### src/rtl/core/asd_pkg.sv
// Shared constants, types and register codes for the accelerometer step detector.
// No dependencies; every other file of the block refers to this package.
`timescale 1ns / 1ps
`default_nettype none

package asd_pkg;

   // fixed-point format of the filter levels
   localparam int FRAC_BITS = 16;
   localparam int RATE_BITS = 16;

   // field widths
   localparam int SAMPLE_W = 16;
   localparam int TIME_W   = 32;
   localparam int COUNT_W  = 32;
   localparam int CFG_W    = 16;
   localparam int SUMSQ_W  = 2 * SAMPLE_W;
   localparam int MAG_W    = SAMPLE_W;

   // level and product widths
   localparam int GRAV_W = MAG_W + FRAC_BITS + 1;
   localparam int BNC_W  = MAG_W + FRAC_BITS + 2;
   localparam int DIFF_W = BNC_W + 1;
   localparam int PROD_W = DIFF_W + RATE_BITS + 1;

   typedef logic signed [GRAV_W-1:0] grav_type;
   typedef logic signed [BNC_W-1:0]  bnc_type;
   typedef logic signed [DIFF_W-1:0] diff_type;
   typedef logic signed [PROD_W-1:0] prod_type;

   // square root sequencer: one result bit per step
   localparam int SQRT_STEPS = MAG_W;
   localparam int SQRT_CNT_W = $clog2(SQRT_STEPS);
   localparam logic [SQRT_CNT_W-1:0] SQRT_LAST = SQRT_CNT_W'(SQRT_STEPS - 1);

   // queue between front and back
   localparam int QUEUE_DEPTH = 2;
   localparam int QPTR_W      = (QUEUE_DEPTH > 1) ? $clog2(QUEUE_DEPTH) : 1;
   localparam int QCNT_W      = $clog2(QUEUE_DEPTH + 1);

   // register file
   localparam int CSR_IDX_W = 3;
   localparam logic [CSR_IDX_W-1:0] REG_BASELINE_RATE     = 3'd0;
   localparam logic [CSR_IDX_W-1:0] REG_SMOOTHING_RATE    = 3'd1;
   localparam logic [CSR_IDX_W-1:0] REG_HIGH_THRESHOLD    = 3'd2;
   localparam logic [CSR_IDX_W-1:0] REG_LOW_THRESHOLD     = 3'd3;
   localparam logic [CSR_IDX_W-1:0] REG_MIN_STEP_INTERVAL = 3'd4;

   localparam logic [CFG_W-1:0] RST_BASELINE_RATE     = 16'd1311;
   localparam logic [CFG_W-1:0] RST_SMOOTHING_RATE    = 16'd19661;
   localparam logic [CFG_W-1:0] RST_HIGH_THRESHOLD    = 16'd1400;
   localparam logic [CFG_W-1:0] RST_LOW_THRESHOLD     = 16'd500;
   localparam logic [CFG_W-1:0] RST_MIN_STEP_INTERVAL = 16'd260;

   // gravity level after reset: 8192 in the integer part
   localparam int GRAVITY_START = 8192;
   localparam grav_type GRAV_RESET = grav_type'(GRAVITY_START) <<< FRAC_BITS;

   typedef struct packed {
      logic [CFG_W-1:0] baseline_rate;
      logic [CFG_W-1:0] smoothing_rate;
      logic [CFG_W-1:0] high_threshold;
      logic [CFG_W-1:0] low_threshold;
      logic [CFG_W-1:0] min_step_interval;
   } cfg_type;

   // one queued sample: sum of squares and its timestamp
   typedef struct packed {
      logic [TIME_W-1:0]  time_ms;
      logic [SUMSQ_W-1:0] sumsq;
   } work_type;

endpackage

`default_nettype wire

### src/rtl/core/asd_req_if.sv
// Request channel of the step detector: one three-axis sample with its timestamp.
// Depends on asd_pkg for the field widths.
`timescale 1ns / 1ps
`default_nettype none

interface asd_req_if;
   logic                                valid;
   logic                                ready;
   logic signed [asd_pkg::SAMPLE_W-1:0] accel_x;
   logic signed [asd_pkg::SAMPLE_W-1:0] accel_y;
   logic signed [asd_pkg::SAMPLE_W-1:0] accel_z;
   logic [asd_pkg::TIME_W-1:0]          time_ms;

   modport source(output valid, accel_x, accel_y, accel_z, time_ms, input ready);
   modport sink(input valid, accel_x, accel_y, accel_z, time_ms, output ready);
endinterface

`default_nettype wire

### src/rtl/core/asd_rsp_if.sv
// Response channel of the step detector: running step count and new-step flag.
// Depends on asd_pkg for the field widths.
`timescale 1ns / 1ps
`default_nettype none

interface asd_rsp_if;
   logic                        valid;
   logic                        ready;
   logic [asd_pkg::COUNT_W-1:0] step_total;
   logic                        step_seen;

   modport source(output valid, step_total, step_seen, input ready);
   modport sink(input valid, step_total, step_seen, output ready);
endinterface

`default_nettype wire

### src/rtl/core/asd_csr_if.sv
// Register write channel of the step detector: register index and write data.
// Depends on asd_pkg for the field widths.
`timescale 1ns / 1ps
`default_nettype none

interface asd_csr_if;
   logic                          valid;
   logic                          ready;
   logic [asd_pkg::CSR_IDX_W-1:0] index;
   logic [asd_pkg::CFG_W-1:0]     data;

   modport source(output valid, index, data, input ready);
   modport sink(input valid, index, data, output ready);
endinterface

`default_nettype wire

### src/rtl/core/accel_step_detector.sv
// Top level of the accelerometer step detector: register file, front end, work
// queue and back end. Depends on asd_pkg, the channel interfaces and all asd_ modules.
`timescale 1ns / 1ps
`default_nettype none

// Each request carries one three-axis sample and a millisecond timestamp and
// yields exactly one response with the running step count and a flag for a
// newly counted step. The front end squares the axes into a register stage and
// hands the sum of squares to a two-entry queue, so it keeps taking requests
// while the back end works, as long as the queue has room. The back end takes a
// sample from the queue, computes the square root (one result bit per cycle in
// a digit unit), runs the two filter updates, which share one multiplier, and
// then decides the step and loads the response register. It takes a new sample
// only after it is through with the last, and a stalled response holds the
// back end in its last state. Registers are to be written through the csr_
// channel only while no sample is in flight; the block does not enforce this.
module accel_step_detector (
   input  wire logic  clock,
   input  wire logic  reset,
   asd_req_if.sink    req_bus,
   asd_rsp_if.source  rsp_bus,
   asd_csr_if.sink    csr_bus
);

   asd_pkg::cfg_type   cfg;
   logic               push_valid;
   logic               push_ready;
   asd_pkg::work_type  push_data;
   logic               work_valid;
   logic               work_ready;
   asd_pkg::work_type  work_data;

   // configuration registers
   asd_regs u_regs (
      .clock   (clock),
      .reset   (reset),
      .csr_bus (csr_bus),
      .cfg     (cfg)
   );

   // accept and square samples
   asd_front u_front (
      .clock      (clock),
      .reset      (reset),
      .req_bus    (req_bus),
      .push_valid (push_valid),
      .push_ready (push_ready),
      .push_data  (push_data)
   );

   // decouple front from back
   asd_queue u_queue (
      .clock      (clock),
      .reset      (reset),
      .push_valid (push_valid),
      .push_ready (push_ready),
      .push_data  (push_data),
      .pop_valid  (work_valid),
      .pop_ready  (work_ready),
      .pop_data   (work_data)
   );

   // square root, filters and step decision
   asd_back u_back (
      .clock      (clock),
      .reset      (reset),
      .cfg        (cfg),
      .work_valid (work_valid),
      .work_ready (work_ready),
      .work_data  (work_data),
      .rsp_bus    (rsp_bus)
   );

endmodule

`default_nettype wire

### src/rtl/core/asd_regs.sv
// Configuration register file of the step detector.
// Depends on asd_pkg and asd_csr_if.
`timescale 1ns / 1ps
`default_nettype none

module asd_regs (
   input  wire logic             clock,
   input  wire logic             reset,
   asd_csr_if.sink               csr_bus,
   output asd_pkg::cfg_type      cfg
);

   asd_pkg::cfg_type cfg_ff;
   asd_pkg::cfg_type cfg_in;

   // every write is taken at once
   assign csr_bus.ready = 1'b1;

   // decode the register index; unknown indexes leave the file unchanged
   always_comb begin
      cfg_in = cfg_ff;
      if (csr_bus.valid) begin
         unique case (csr_bus.index)
            asd_pkg::REG_BASELINE_RATE:     cfg_in.baseline_rate     = csr_bus.data;
            asd_pkg::REG_SMOOTHING_RATE:    cfg_in.smoothing_rate    = csr_bus.data;
            asd_pkg::REG_HIGH_THRESHOLD:    cfg_in.high_threshold    = csr_bus.data;
            asd_pkg::REG_LOW_THRESHOLD:     cfg_in.low_threshold     = csr_bus.data;
            asd_pkg::REG_MIN_STEP_INTERVAL: cfg_in.min_step_interval = csr_bus.data;
            default:                        cfg_in = cfg_ff;
         endcase
      end
   end

   always_ff @(posedge clock) begin
      if (reset) begin
         cfg_ff.baseline_rate     <= asd_pkg::RST_BASELINE_RATE;
         cfg_ff.smoothing_rate    <= asd_pkg::RST_SMOOTHING_RATE;
         cfg_ff.high_threshold    <= asd_pkg::RST_HIGH_THRESHOLD;
         cfg_ff.low_threshold     <= asd_pkg::RST_LOW_THRESHOLD;
         cfg_ff.min_step_interval <= asd_pkg::RST_MIN_STEP_INTERVAL;
      end else begin
         cfg_ff <= cfg_in;
      end
   end

   assign cfg = cfg_ff;

endmodule

`default_nettype wire

### src/rtl/core/asd_front.sv
// Front end of the step detector: accepts samples, squares the three axes and
// pushes sum of squares with timestamp into the work queue. Depends on asd_pkg, asd_req_if.
`timescale 1ns / 1ps
`default_nettype none

module asd_front (
   input  wire logic                 clock,
   input  wire logic                 reset,
   asd_req_if.sink                   req_bus,
   output logic                      push_valid,
   input  wire logic                 push_ready,
   output asd_pkg::work_type         push_data
);

   logic                            hold_valid_ff;
   logic                            hold_valid_in;
   logic [asd_pkg::SUMSQ_W-1:0]     sq_x_ff;
   logic [asd_pkg::SUMSQ_W-1:0]     sq_y_ff;
   logic [asd_pkg::SUMSQ_W-1:0]     sq_z_ff;
   logic [asd_pkg::TIME_W-1:0]      time_ff;
   logic signed [asd_pkg::SUMSQ_W-1:0] sq_x;
   logic signed [asd_pkg::SUMSQ_W-1:0] sq_y;
   logic signed [asd_pkg::SUMSQ_W-1:0] sq_z;
   logic                            accept;

   // take a request whenever the stage is empty or draining this cycle
   assign req_bus.ready = !hold_valid_ff || push_ready;
   assign accept        = req_bus.valid && req_bus.ready;

   // square each axis; the largest square is 2^30, so 32 bits hold it
   assign sq_x = req_bus.accel_x * req_bus.accel_x;
   assign sq_y = req_bus.accel_y * req_bus.accel_y;
   assign sq_z = req_bus.accel_z * req_bus.accel_z;

   // hold the stage until the queue takes it
   always_comb begin
      hold_valid_in = hold_valid_ff;
      if (accept) begin
         hold_valid_in = 1'b1;
      end else if (push_ready) begin
         hold_valid_in = 1'b0;
      end
   end

   always_ff @(posedge clock) begin
      if (reset) begin
         hold_valid_ff <= 1'b0;
      end else begin
         hold_valid_ff <= hold_valid_in;
      end
   end

   always_ff @(posedge clock) begin
      if (accept) begin
         sq_x_ff <= sq_x;
         sq_y_ff <= sq_y;
         sq_z_ff <= sq_z;
         time_ff <= req_bus.time_ms;
      end
   end

   // sum of three squares stays below 2^32
   assign push_valid        = hold_valid_ff;
   assign push_data.sumsq   = sq_x_ff + sq_y_ff + sq_z_ff;
   assign push_data.time_ms = time_ff;

endmodule

`default_nettype wire

### src/rtl/core/asd_queue.sv
// Short work queue between the front and back ends of the step detector.
// Depends on asd_pkg.
`timescale 1ns / 1ps
`default_nettype none

module asd_queue (
   input  wire logic            clock,
   input  wire logic            reset,
   input  wire logic            push_valid,
   output logic                 push_ready,
   input  wire asd_pkg::work_type push_data,
   output logic                 pop_valid,
   input  wire logic            pop_ready,
   output asd_pkg::work_type    pop_data
);

   asd_pkg::work_type             slot_ff [asd_pkg::QUEUE_DEPTH];
   logic [asd_pkg::QPTR_W-1:0]    wr_ptr_ff;
   logic [asd_pkg::QPTR_W-1:0]    wr_ptr_in;
   logic [asd_pkg::QPTR_W-1:0]    rd_ptr_ff;
   logic [asd_pkg::QPTR_W-1:0]    rd_ptr_in;
   logic [asd_pkg::QCNT_W-1:0]    cnt_ff;
   logic [asd_pkg::QCNT_W-1:0]    cnt_in;
   logic                          push;
   logic                          pop;

   assign push_ready = (cnt_ff != asd_pkg::QCNT_W'(asd_pkg::QUEUE_DEPTH));
   assign pop_valid  = (cnt_ff != '0);
   assign push       = push_valid && push_ready;
   assign pop        = pop_valid && pop_ready;
   assign pop_data   = slot_ff[rd_ptr_ff];

   // advance pointers with wrap at the queue depth
   always_comb begin
      wr_ptr_in = wr_ptr_ff;
      rd_ptr_in = rd_ptr_ff;
      cnt_in    = cnt_ff;
      if (push) begin
         wr_ptr_in = (wr_ptr_ff == asd_pkg::QPTR_W'(asd_pkg::QUEUE_DEPTH - 1)) ?
                     '0 : wr_ptr_ff + 1'b1;
      end
      if (pop) begin
         rd_ptr_in = (rd_ptr_ff == asd_pkg::QPTR_W'(asd_pkg::QUEUE_DEPTH - 1)) ?
                     '0 : rd_ptr_ff + 1'b1;
      end
      if (push && !pop) begin
         cnt_in = cnt_ff + 1'b1;
      end else if (pop && !push) begin
         cnt_in = cnt_ff - 1'b1;
      end
   end

   always_ff @(posedge clock) begin
      if (reset) begin
         wr_ptr_ff <= '0;
         rd_ptr_ff <= '0;
         cnt_ff    <= '0;
      end else begin
         wr_ptr_ff <= wr_ptr_in;
         rd_ptr_ff <= rd_ptr_in;
         cnt_ff    <= cnt_in;
      end
   end

   always_ff @(posedge clock) begin
      if (push) begin
         slot_ff[wr_ptr_ff] <= push_data;
      end
   end

   // fill level never exceeds the depth
   a_cnt_bound: assert property (@(posedge clock) disable iff (reset)
      cnt_ff <= asd_pkg::QCNT_W'(asd_pkg::QUEUE_DEPTH))
      else $error("work queue over-filled");

   // a push without a pop raises the fill level by one
   a_cnt_push: assert property (@(posedge clock) disable iff (reset)
      (push && !pop) |=> cnt_ff == $past(cnt_ff) + 1'b1)
      else $error("work queue lost a push");

   // the full queue refuses pushes
   a_full_stall: assert property (@(posedge clock) disable iff (reset)
      (cnt_ff == asd_pkg::QCNT_W'(asd_pkg::QUEUE_DEPTH)) |-> !push)
      else $error("push into full work queue");

endmodule

`default_nettype wire

### src/rtl/core/asd_back.sv
// Back end of the step detector: square root sequencer, two low-pass filters on a
// shared multiplier, step decision and response register. Depends on asd_pkg, asd_rsp_if.
`timescale 1ns / 1ps
`default_nettype none

module asd_back (
   input  wire logic            clock,
   input  wire logic            reset,
   input  wire asd_pkg::cfg_type cfg,
   input  wire logic            work_valid,
   output logic                 work_ready,
   input  wire asd_pkg::work_type work_data,
   asd_rsp_if.source            rsp_bus
);

   localparam logic [2:0] S_IDLE = 3'd0;
   localparam logic [2:0] S_SQRT = 3'd1;
   localparam logic [2:0] S_GMUL = 3'd2;
   localparam logic [2:0] S_GUPD = 3'd3;
   localparam logic [2:0] S_BMUL = 3'd4;
   localparam logic [2:0] S_BUPD = 3'd5;
   localparam logic [2:0] S_POST = 3'd6;

   logic [2:0]                        state_ff;
   logic [2:0]                        state_in;
   logic [asd_pkg::SQRT_CNT_W-1:0]    cnt_ff;
   logic [asd_pkg::SQRT_CNT_W-1:0]    cnt_in;
   logic [asd_pkg::SUMSQ_W-1:0]       val_ff;
   logic [asd_pkg::SUMSQ_W-1:0]       val_in;
   logic [asd_pkg::MAG_W+1:0]         rem_ff;
   logic [asd_pkg::MAG_W+1:0]         rem_in;
   logic [asd_pkg::MAG_W-1:0]         root_ff;
   logic [asd_pkg::MAG_W-1:0]         root_in;
   logic [asd_pkg::TIME_W-1:0]        time_ff;
   logic [asd_pkg::TIME_W-1:0]        time_in;
   asd_pkg::prod_type                 prod_ff;
   asd_pkg::prod_type                 prod_in;
   asd_pkg::grav_type                 grav_ff;
   asd_pkg::grav_type                 grav_in;
   asd_pkg::bnc_type                  bnc_ff;
   asd_pkg::bnc_type                  bnc_in;
   logic                              rearmed_ff;
   logic                              rearmed_in;
   logic [asd_pkg::TIME_W-1:0]        last_ff;
   logic [asd_pkg::TIME_W-1:0]        last_in;
   logic [asd_pkg::COUNT_W-1:0]       count_ff;
   logic [asd_pkg::COUNT_W-1:0]       count_in;
   logic                              rsp_valid_ff;
   logic                              rsp_valid_in;
   logic [asd_pkg::COUNT_W-1:0]       total_ff;
   logic [asd_pkg::COUNT_W-1:0]       total_in;
   logic                              seen_ff;
   logic                              seen_in;

   logic [asd_pkg::MAG_W+1:0]         rem_shift;
   logic [asd_pkg::MAG_W+1:0]         trial;
   logic                              root_bit;
   asd_pkg::diff_type                 mag_lvl;
   asd_pkg::diff_type                 diff_g;
   asd_pkg::diff_type                 bnc_tgt;
   asd_pkg::diff_type                 diff_b;
   asd_pkg::diff_type                 mul_a;
   logic signed [asd_pkg::RATE_BITS:0] mul_b;
   asd_pkg::prod_type                 mul_p;
   asd_pkg::prod_type                 prod_shr;
   asd_pkg::bnc_type                  hi_lvl;
   asd_pkg::bnc_type                  lo_lvl;
   logic [asd_pkg::TIME_W-1:0]        elapsed;
   logic                              arm_now;
   logic                              hit;
   logic                              rsp_free;

   // one square root digit per step: bring down two bits, try root*4+1
   assign rem_shift = {rem_ff[asd_pkg::MAG_W-1:0], val_ff[asd_pkg::SUMSQ_W-1 -: 2]};
   assign trial     = {root_ff, 2'b01};
   assign root_bit  = (rem_shift >= trial);

   // filter operands; the magnitude enters with FRAC_BITS fraction bits
   assign mag_lvl = asd_pkg::diff_type'({root_ff, {asd_pkg::FRAC_BITS{1'b0}}});
   assign diff_g  = mag_lvl - asd_pkg::diff_type'(grav_ff);
   assign bnc_tgt = mag_lvl - asd_pkg::diff_type'(grav_ff);
   assign diff_b  = bnc_tgt - asd_pkg::diff_type'(bnc_ff);

   // shared multiplier: gravity step or bounce step
   assign mul_a = (state_ff == S_GMUL) ? diff_g : diff_b;
   assign mul_b = (state_ff == S_GMUL) ? $signed({1'b0, cfg.baseline_rate}) :
                                         $signed({1'b0, cfg.smoothing_rate});
   assign mul_p = mul_a * mul_b;

   // floor division by 2^RATE_BITS
   assign prod_shr = prod_ff >>> asd_pkg::RATE_BITS;

   // step decision on the registered bounce level
   assign hi_lvl  = asd_pkg::bnc_type'({cfg.high_threshold, {asd_pkg::FRAC_BITS{1'b0}}});
   assign lo_lvl  = asd_pkg::bnc_type'({cfg.low_threshold, {asd_pkg::FRAC_BITS{1'b0}}});
   assign elapsed = time_ff - last_ff;
   assign arm_now = rearmed_ff || (bnc_ff < lo_lvl);
   assign hit     = arm_now && (bnc_ff > hi_lvl) &&
                    (elapsed >= {{(asd_pkg::TIME_W - asd_pkg::CFG_W){1'b0}},
                                 cfg.min_step_interval});

   assign rsp_free   = !rsp_valid_ff || rsp_bus.ready;
   assign work_ready = (state_ff == S_IDLE);

   // sequencer
   always_comb begin
      state_in     = state_ff;
      cnt_in       = cnt_ff;
      val_in       = val_ff;
      rem_in       = rem_ff;
      root_in      = root_ff;
      time_in      = time_ff;
      prod_in      = prod_ff;
      grav_in      = grav_ff;
      bnc_in       = bnc_ff;
      rearmed_in   = rearmed_ff;
      last_in      = last_ff;
      count_in     = count_ff;
      rsp_valid_in = rsp_valid_ff && !rsp_bus.ready;
      total_in     = total_ff;
      seen_in      = seen_ff;
      unique case (state_ff)
         S_IDLE: begin
            if (work_valid) begin
               val_in   = work_data.sumsq;
               time_in  = work_data.time_ms;
               rem_in   = '0;
               root_in  = '0;
               cnt_in   = '0;
               state_in = S_SQRT;
            end
         end
         S_SQRT: begin
            rem_in  = root_bit ? rem_shift - trial : rem_shift;
            root_in = {root_ff[asd_pkg::MAG_W-2:0], root_bit};
            val_in  = val_ff << 2;
            cnt_in  = cnt_ff + 1'b1;
            if (cnt_ff == asd_pkg::SQRT_LAST) begin
               state_in = S_GMUL;
            end
         end
         S_GMUL: begin
            prod_in  = mul_p;
            state_in = S_GUPD;
         end
         S_GUPD: begin
            grav_in  = grav_ff + asd_pkg::grav_type'(prod_shr);
            state_in = S_BMUL;
         end
         S_BMUL: begin
            prod_in  = mul_p;
            state_in = S_BUPD;
         end
         S_BUPD: begin
            bnc_in   = bnc_ff + asd_pkg::bnc_type'(prod_shr);
            state_in = S_POST;
         end
         S_POST: begin
            if (rsp_free) begin
               rsp_valid_in = 1'b1;
               seen_in      = hit;
               rearmed_in   = arm_now && !hit;
               if (hit) begin
                  count_in = count_ff + 1'b1;
                  last_in  = time_ff;
                  total_in = count_ff + 1'b1;
               end else begin
                  total_in = count_ff;
               end
               state_in = S_IDLE;
            end
         end
         default: state_in = S_IDLE;
      endcase
   end

   always_ff @(posedge clock) begin
      if (reset) begin
         state_ff     <= S_IDLE;
         grav_ff      <= asd_pkg::GRAV_RESET;
         bnc_ff       <= '0;
         rearmed_ff   <= 1'b1;
         last_ff      <= '0;
         count_ff     <= '0;
         rsp_valid_ff <= 1'b0;
      end else begin
         state_ff     <= state_in;
         grav_ff      <= grav_in;
         bnc_ff       <= bnc_in;
         rearmed_ff   <= rearmed_in;
         last_ff      <= last_in;
         count_ff     <= count_in;
         rsp_valid_ff <= rsp_valid_in;
      end
   end

   // datapath registers
   always_ff @(posedge clock) begin
      cnt_ff   <= cnt_in;
      val_ff   <= val_in;
      rem_ff   <= rem_in;
      root_ff  <= root_in;
      time_ff  <= time_in;
      prod_ff  <= prod_in;
      total_ff <= total_in;
      seen_ff  <= seen_in;
   end

   assign rsp_bus.valid      = rsp_valid_ff;
   assign rsp_bus.step_total = total_ff;
   assign rsp_bus.step_seen  = seen_ff;

   // gravity tracks non-negative magnitudes and never goes below zero
   a_grav_nonneg: assert property (@(posedge clock) disable iff (reset)
      !grav_ff[asd_pkg::GRAV_W-1])
      else $error("gravity level went negative");

   // a posted result is presented on the next cycle
   a_post_shows: assert property (@(posedge clock) disable iff (reset)
      (state_ff == S_POST && rsp_free) |=> rsp_valid_ff)
      else $error("posted result not presented");

   // a counted step raises the count by exactly one and disarms
   a_step_count: assert property (@(posedge clock) disable iff (reset)
      (state_ff == S_POST && rsp_free && hit) |=>
         (count_ff == $past(count_ff) + 1'b1) && !rearmed_ff && seen_ff)
      else $error("step count out of step");

   // the filters start only after all square root digits are in
   a_sqrt_done: assert property (@(posedge clock) disable iff (reset)
      (state_ff == S_SQRT && state_in == S_GMUL) |-> cnt_ff == asd_pkg::SQRT_LAST)
      else $error("square root left early");

endmodule

`default_nettype wire
### src/flat_wrapper.sv
// flat-port wrapper written by rule: the top's interface ports become plain ports
module accel_step_detector_flat 
  (clock, reset, req_bus_valid, req_bus_accel_x, req_bus_accel_y, req_bus_accel_z, req_bus_time_ms, req_bus_ready, rsp_bus_valid, rsp_bus_step_total, rsp_bus_step_seen, rsp_bus_ready, csr_bus_valid, csr_bus_index, csr_bus_data, csr_bus_ready);
  asd_req_if req_bus_i ();
  asd_rsp_if rsp_bus_i ();
  asd_csr_if csr_bus_i ();
  input  wire logic clock;
  input  wire logic reset;
  input wire logic [$bits(req_bus_i.valid)-1:0] req_bus_valid;
  input wire logic [$bits(req_bus_i.accel_x)-1:0] req_bus_accel_x;
  input wire logic [$bits(req_bus_i.accel_y)-1:0] req_bus_accel_y;
  input wire logic [$bits(req_bus_i.accel_z)-1:0] req_bus_accel_z;
  input wire logic [$bits(req_bus_i.time_ms)-1:0] req_bus_time_ms;
  output wire logic [$bits(req_bus_i.ready)-1:0] req_bus_ready;
  output wire logic [$bits(rsp_bus_i.valid)-1:0] rsp_bus_valid;
  output wire logic [$bits(rsp_bus_i.step_total)-1:0] rsp_bus_step_total;
  output wire logic [$bits(rsp_bus_i.step_seen)-1:0] rsp_bus_step_seen;
  input wire logic [$bits(rsp_bus_i.ready)-1:0] rsp_bus_ready;
  input wire logic [$bits(csr_bus_i.valid)-1:0] csr_bus_valid;
  input wire logic [$bits(csr_bus_i.index)-1:0] csr_bus_index;
  input wire logic [$bits(csr_bus_i.data)-1:0] csr_bus_data;
  output wire logic [$bits(csr_bus_i.ready)-1:0] csr_bus_ready;
  assign req_bus_i.valid = req_bus_valid;
  assign req_bus_i.accel_x = req_bus_accel_x;
  assign req_bus_i.accel_y = req_bus_accel_y;
  assign req_bus_i.accel_z = req_bus_accel_z;
  assign req_bus_i.time_ms = req_bus_time_ms;
  assign req_bus_ready = req_bus_i.ready;
  assign rsp_bus_valid = rsp_bus_i.valid;
  assign rsp_bus_step_total = rsp_bus_i.step_total;
  assign rsp_bus_step_seen = rsp_bus_i.step_seen;
  assign rsp_bus_i.ready = rsp_bus_ready;
  assign csr_bus_i.valid = csr_bus_valid;
  assign csr_bus_i.index = csr_bus_index;
  assign csr_bus_i.data = csr_bus_data;
  assign csr_bus_ready = csr_bus_i.ready;
  accel_step_detector u_core (.clock(clock), .reset(reset), .req_bus(req_bus_i), .rsp_bus(rsp_bus_i), .csr_bus(csr_bus_i));
endmodule
### config.mk
export PLATFORM = sky130hd
export DESIGN_NAME = accel_step_detector_flat
export DESIGN_NICKNAME = d
export VERILOG_FILES = /design/src/rtl/core/asd_pkg.sv /design/src/rtl/core/asd_req_if.sv /design/src/rtl/core/asd_rsp_if.sv /design/src/rtl/core/asd_csr_if.sv /design/src/rtl/core/accel_step_detector.sv /design/src/rtl/core/asd_regs.sv /design/src/rtl/core/asd_front.sv /design/src/rtl/core/asd_queue.sv /design/src/rtl/core/asd_back.sv /design/src/flat_wrapper.sv
export SDC_FILE = /design/constraint.sdc
export NUM_CORES = 2
export LEC_CHECK = 0
export BUFFER_PORTS_ARGS = -buffer_cell sky130_fd_sc_hd__buf_2
export CAP_MARGIN = 20
export CORE_MARGIN = 2
export CORE_UTILIZATION = 50
export DETAILED_ROUTE_END_ITERATION = 8
export HOLD_SLACK_MARGIN = 0.03
export PLACE_DENSITY = 0.66
export SYNTH_ARGS = -nofsm -noshare
export SYNTH_HDL_FRONTEND = slang
export SYNTH_SLANG_ARGS = --single-unit
### constraint.sdc
create_clock -name clock -period 11.35 [get_ports clock]
set_input_delay 0.5675 -clock clock [delete_from_list [all_inputs] [get_ports clock]]
set_output_delay 0.5675 -clock clock [all_outputs]
set_load 0.02 [all_outputs]
==> metrics.txt <==
GRT Resource Usage Total=0.248; number of library cell types mapped by synthesis=94; Setup crit end kind=register; status=complete, no violations; Vias=between 50000 and 60000; CTS tree=built; row count=approximately 150; Post-synth EDFFs=420; GRT overflow=0; vias in the first global route=60000; first-pass detailed-route iteration total=8; largest family of logic cells by synthesized area=adder cells; crit share post-route=0.955; register area share after synthesis=0.214; dpl hpwl=157 mm; worst setup path start=u_core.u_back.root_ff[1]; final setup fails=0; fmax=about 92 MHz; Yosys top cell area share=0.318; critical path's most frequent cell=fa_1; Starting Density=0.503; adder-cell share of the synthesized area=0.414; Period minus WS final=around 11 ns; chip height=403 um; root buffer cell=clkbuf_16; Die W=roughly 400 um; DRT iter0 DRCs=around 3700; H-tree depth=3; Startpoint Class=register; average cell area after synthesis=around 9.5 sq um; Worst-Margin Slew=1.12 ns; Worst Min Path Start=req_bus_time_ms[17]; worst hold path type=in2reg; Via density=5.40; cell count after synthesis=around 8400; ys async rst share=0; Clk Latency, worst-skew pair=around 0.65 ns; largest net degree at the start of global routing=95; flop-to-flop setup slack=about 0.51 ns; DIE AREA=between 150000 and 200000 sq um; initial antenna violation count=14; max-slew violations=0; Avg WL per Cell=about 19 um; CP required=roughly 12 ns; core box area=around 160000 sq um; layout overhead on the synthesized area=6.95%; post-route insts no fill=about 11000; layout cells sized above 1=0.0526; worst r2r src=u_core.u_back.root_ff[1]; CTS clk-pin slew, worst paths=around 0.060 ns; top post-synthesis cells by area=fa_1 32%, edfxtp_1 16%, ha_1 9.6%; DR DRC count=0; RSZ-0062 raised after global routing=no; max_slew headroom=0.251; IO Count=140; PortBufs=approximately 140; post-route ant nets=0; Crit Path Max Fanout=5; final hold vios=0; post-synthesis cell area=around 80000 sq um; CP arrival=11.20 ns; final setup TNS=0 ns; # hold bufs at CTS=0; Routed WL=a little under 200 mm; CP peak stage delay=around 0.56 ns; predominant post-synthesis flop cell=edfxtp_1; number of CTS-inserted buffers=between 70 and 80; simple-gate area share of the yosys netlist=0.131; critical path class=reg2reg; Compound-Gate Fraction of Synth Area=0.0828; gp weighted congestion=0.947; Max Root-Sink Buffers=3; post-CTS setup buffer count=0; Crit-path slowest cell=fa_1; Yosys reg bits=642; multiplexer share of the synthesized area=0.0184; post-synth top area cell=fa_1; clk sinks=642; Post-layout nets=between 10000 and 15000; synth warn=0; first-pass GRT wire length=~320 mm; dpl cells=between 10000 and 15000; CTS resizes=0; xor/xnor share of the synthesized area=0.0427; max_cap viols=0; skew final=roughly 0.042 ns
==> flip-flops by register name (all words and copies together), names as in the netlist, 2 cells and up, named ones only <==
signal                            cells
u_core.u_queue.slot_ff              128
u_core.u_back.val_ff                 32
u_core.u_back.bnc_ff                 34
u_core.u_back.prod_ff                34
u_core.u_regs.cfg                    80
u_core.u_queue.cnt_ff                 2
u_core.u_front.sq_y_ff               31
u_core.u_back.root_ff                16
u_core.u_back.rsp_bus.step_total     32
u_core.u_back.count_ff               32
u_core.u_back.time_ff                32
u_core.u_back.state_ff                3
u_core.u_back.cnt_ff                  4
u_core.u_front.sq_z_ff               31
u_core.u_front.sq_x_ff               31
u_core.u_back.last_ff                32
u_core.u_back.grav_ff                33
u_core.u_back.rem_ff                 16
u_core.u_front.time_ff               32
==> Yosys cell counts (all sizes together) (13+ instances only) <==
master / count
inv: 1745
fa: 1263
nand2: 1056
ha: 613
nor2: 426
edfxtp: 420
a21oi: 377
xnor2: 254
and2: 240
clkbuf: 234
dfxtp: 222
o21ai: 178
xor2: 131
a21o: 119
mux2i: 98
nand3: 96
nor3: 90
nor2b: 76
nand2b: 56
or3: 54
and3: 53
o21a: 52
mux2: 43
o21bai: 39
a211oi: 36
buf: 33
nand4: 31
nand3b: 29
a31oi: 25
o31ai: 25
nor4: 23
a211o: 19
or2: 17
a22o: 14
o211ai: 13
==> critical path, delay by kind of cell, from the launching register on <==
family          cells  cell delay, ns
compound gates     16            3.57
xor+xnor            3            0.59
fa+ha+maj           9            4.21
buf+inv             5            0.42
flops               1            0.46
mux                 1            0.29
simple gates        5            1.02
==> path summary, 6_finish.rpt <==
kind                                                 endpoint  depth (start not counted)
worst max register to register      u_core.u_back.prod_ff[49]                         39
worst max-delay path                u_core.u_back.prod_ff[49]                         39
worst min-delay path               u_core.u_front.time_ff[17]                          1
worst min register to register  u_core.u_queue.slot_ff[1][54]                          0
==> layout by cell type, fill, tap and decap left out, types with 14 or more instances in the layout <==
cell type | netlist | final
a211o_1 | 19 | 19
a211oi_1 | 36 | 35
a21o_1 | 119 | 118
a21oi_1 | 375 | 374
a22o_1 | 14 | 14
a31oi_1 | 25 | 25
and2_1 | 240 | 238
and3_1 | 53 | 52
buf_2 | 5 | 137
buf_4 | 2 | 83
clkbuf_1 | 234 | 23
clkbuf_16 | 0 | 79
dfxtp_1 | 222 | 221
edfxtp_1 | 420 | 420
fa_1 | 1263 | 1263
ha_1 | 613 | 613
inv_1 | 1745 | 1745
mux2_2 | 41 | 41
mux2i_1 | 98 | 96
nand2_1 | 1056 | 1054
nand2b_1 | 56 | 56
nand3_1 | 96 | 96
nand3b_1 | 29 | 29
nand4_1 | 30 | 30
nor2_1 | 426 | 423
nor2b_1 | 76 | 75
nor3_1 | 88 | 87
nor4_1 | 22 | 21
o21a_1 | 52 | 52
o21ai_0 | 161 | 156
o21ai_1 | 17 | 21
o21bai_1 | 39 | 39
o31ai_1 | 24 | 20
or2_2 | 16 | 16
or3_1 | 54 | 54
xnor2_1 | 254 | 254
xor2_1 | 131 | 131
==> area by class of cell <==
cell class / count / area, sq um
antenna: 2 / 5.00
clock buffer: 108 / 2140
clock inverter: 24 / 292
fill: 14200 / 73100
inverter: 1747 / 6560
multi-input combinational: 5713 / 55000
sequential: 642 / 17100
tap: 2072 / 2590
timing repair buffer: 226 / 1430
==> per-stage QoR <==
stage	utilization	cell area (sq um)	worst slack (ns)	hold WS, ns
floorplan	-	79500	1.04	0.421
global placement	0.521	82400	0.513	0.426
global route	0.538	85100	0.00216	0.0696
finish	0.538	85100	0.513	0.105
detailed placement	0.521	82500	0.353	0.431
CTS	0.537	84900	0.276	0.0616
==> metal layers <==
metal	track usage	share of wire	vias to the layer above	wire length (um)
met4	0.0628	0.027	10	5350
li1	-	-	26400	-
met2	0.425	0.49	1596	95900
met3	0.0294	0.056	324	11100
met1	0.336	0.43	28600	84100
met5	0	0.00035	-	68
==> kinds of logic (layout without fill, tap and decap cells) <==
kind of cell / after synthesis / count (layout)
AOI/OAI and AO/OA: 1032 / 1032
adders and majority gates: 1876 / 1876
other: 2 / 6
xor gates and xnor gates: 386 / 386
muxes: 141 / 141
and+or+nand+nor: 2274 / 2274
buffers and inverters: 2014 / 2105
DFF: 642 / 642
Power is not shown: default switching activity piles up to over one toggle a cycle in this logic, so the estimate is an artifact.
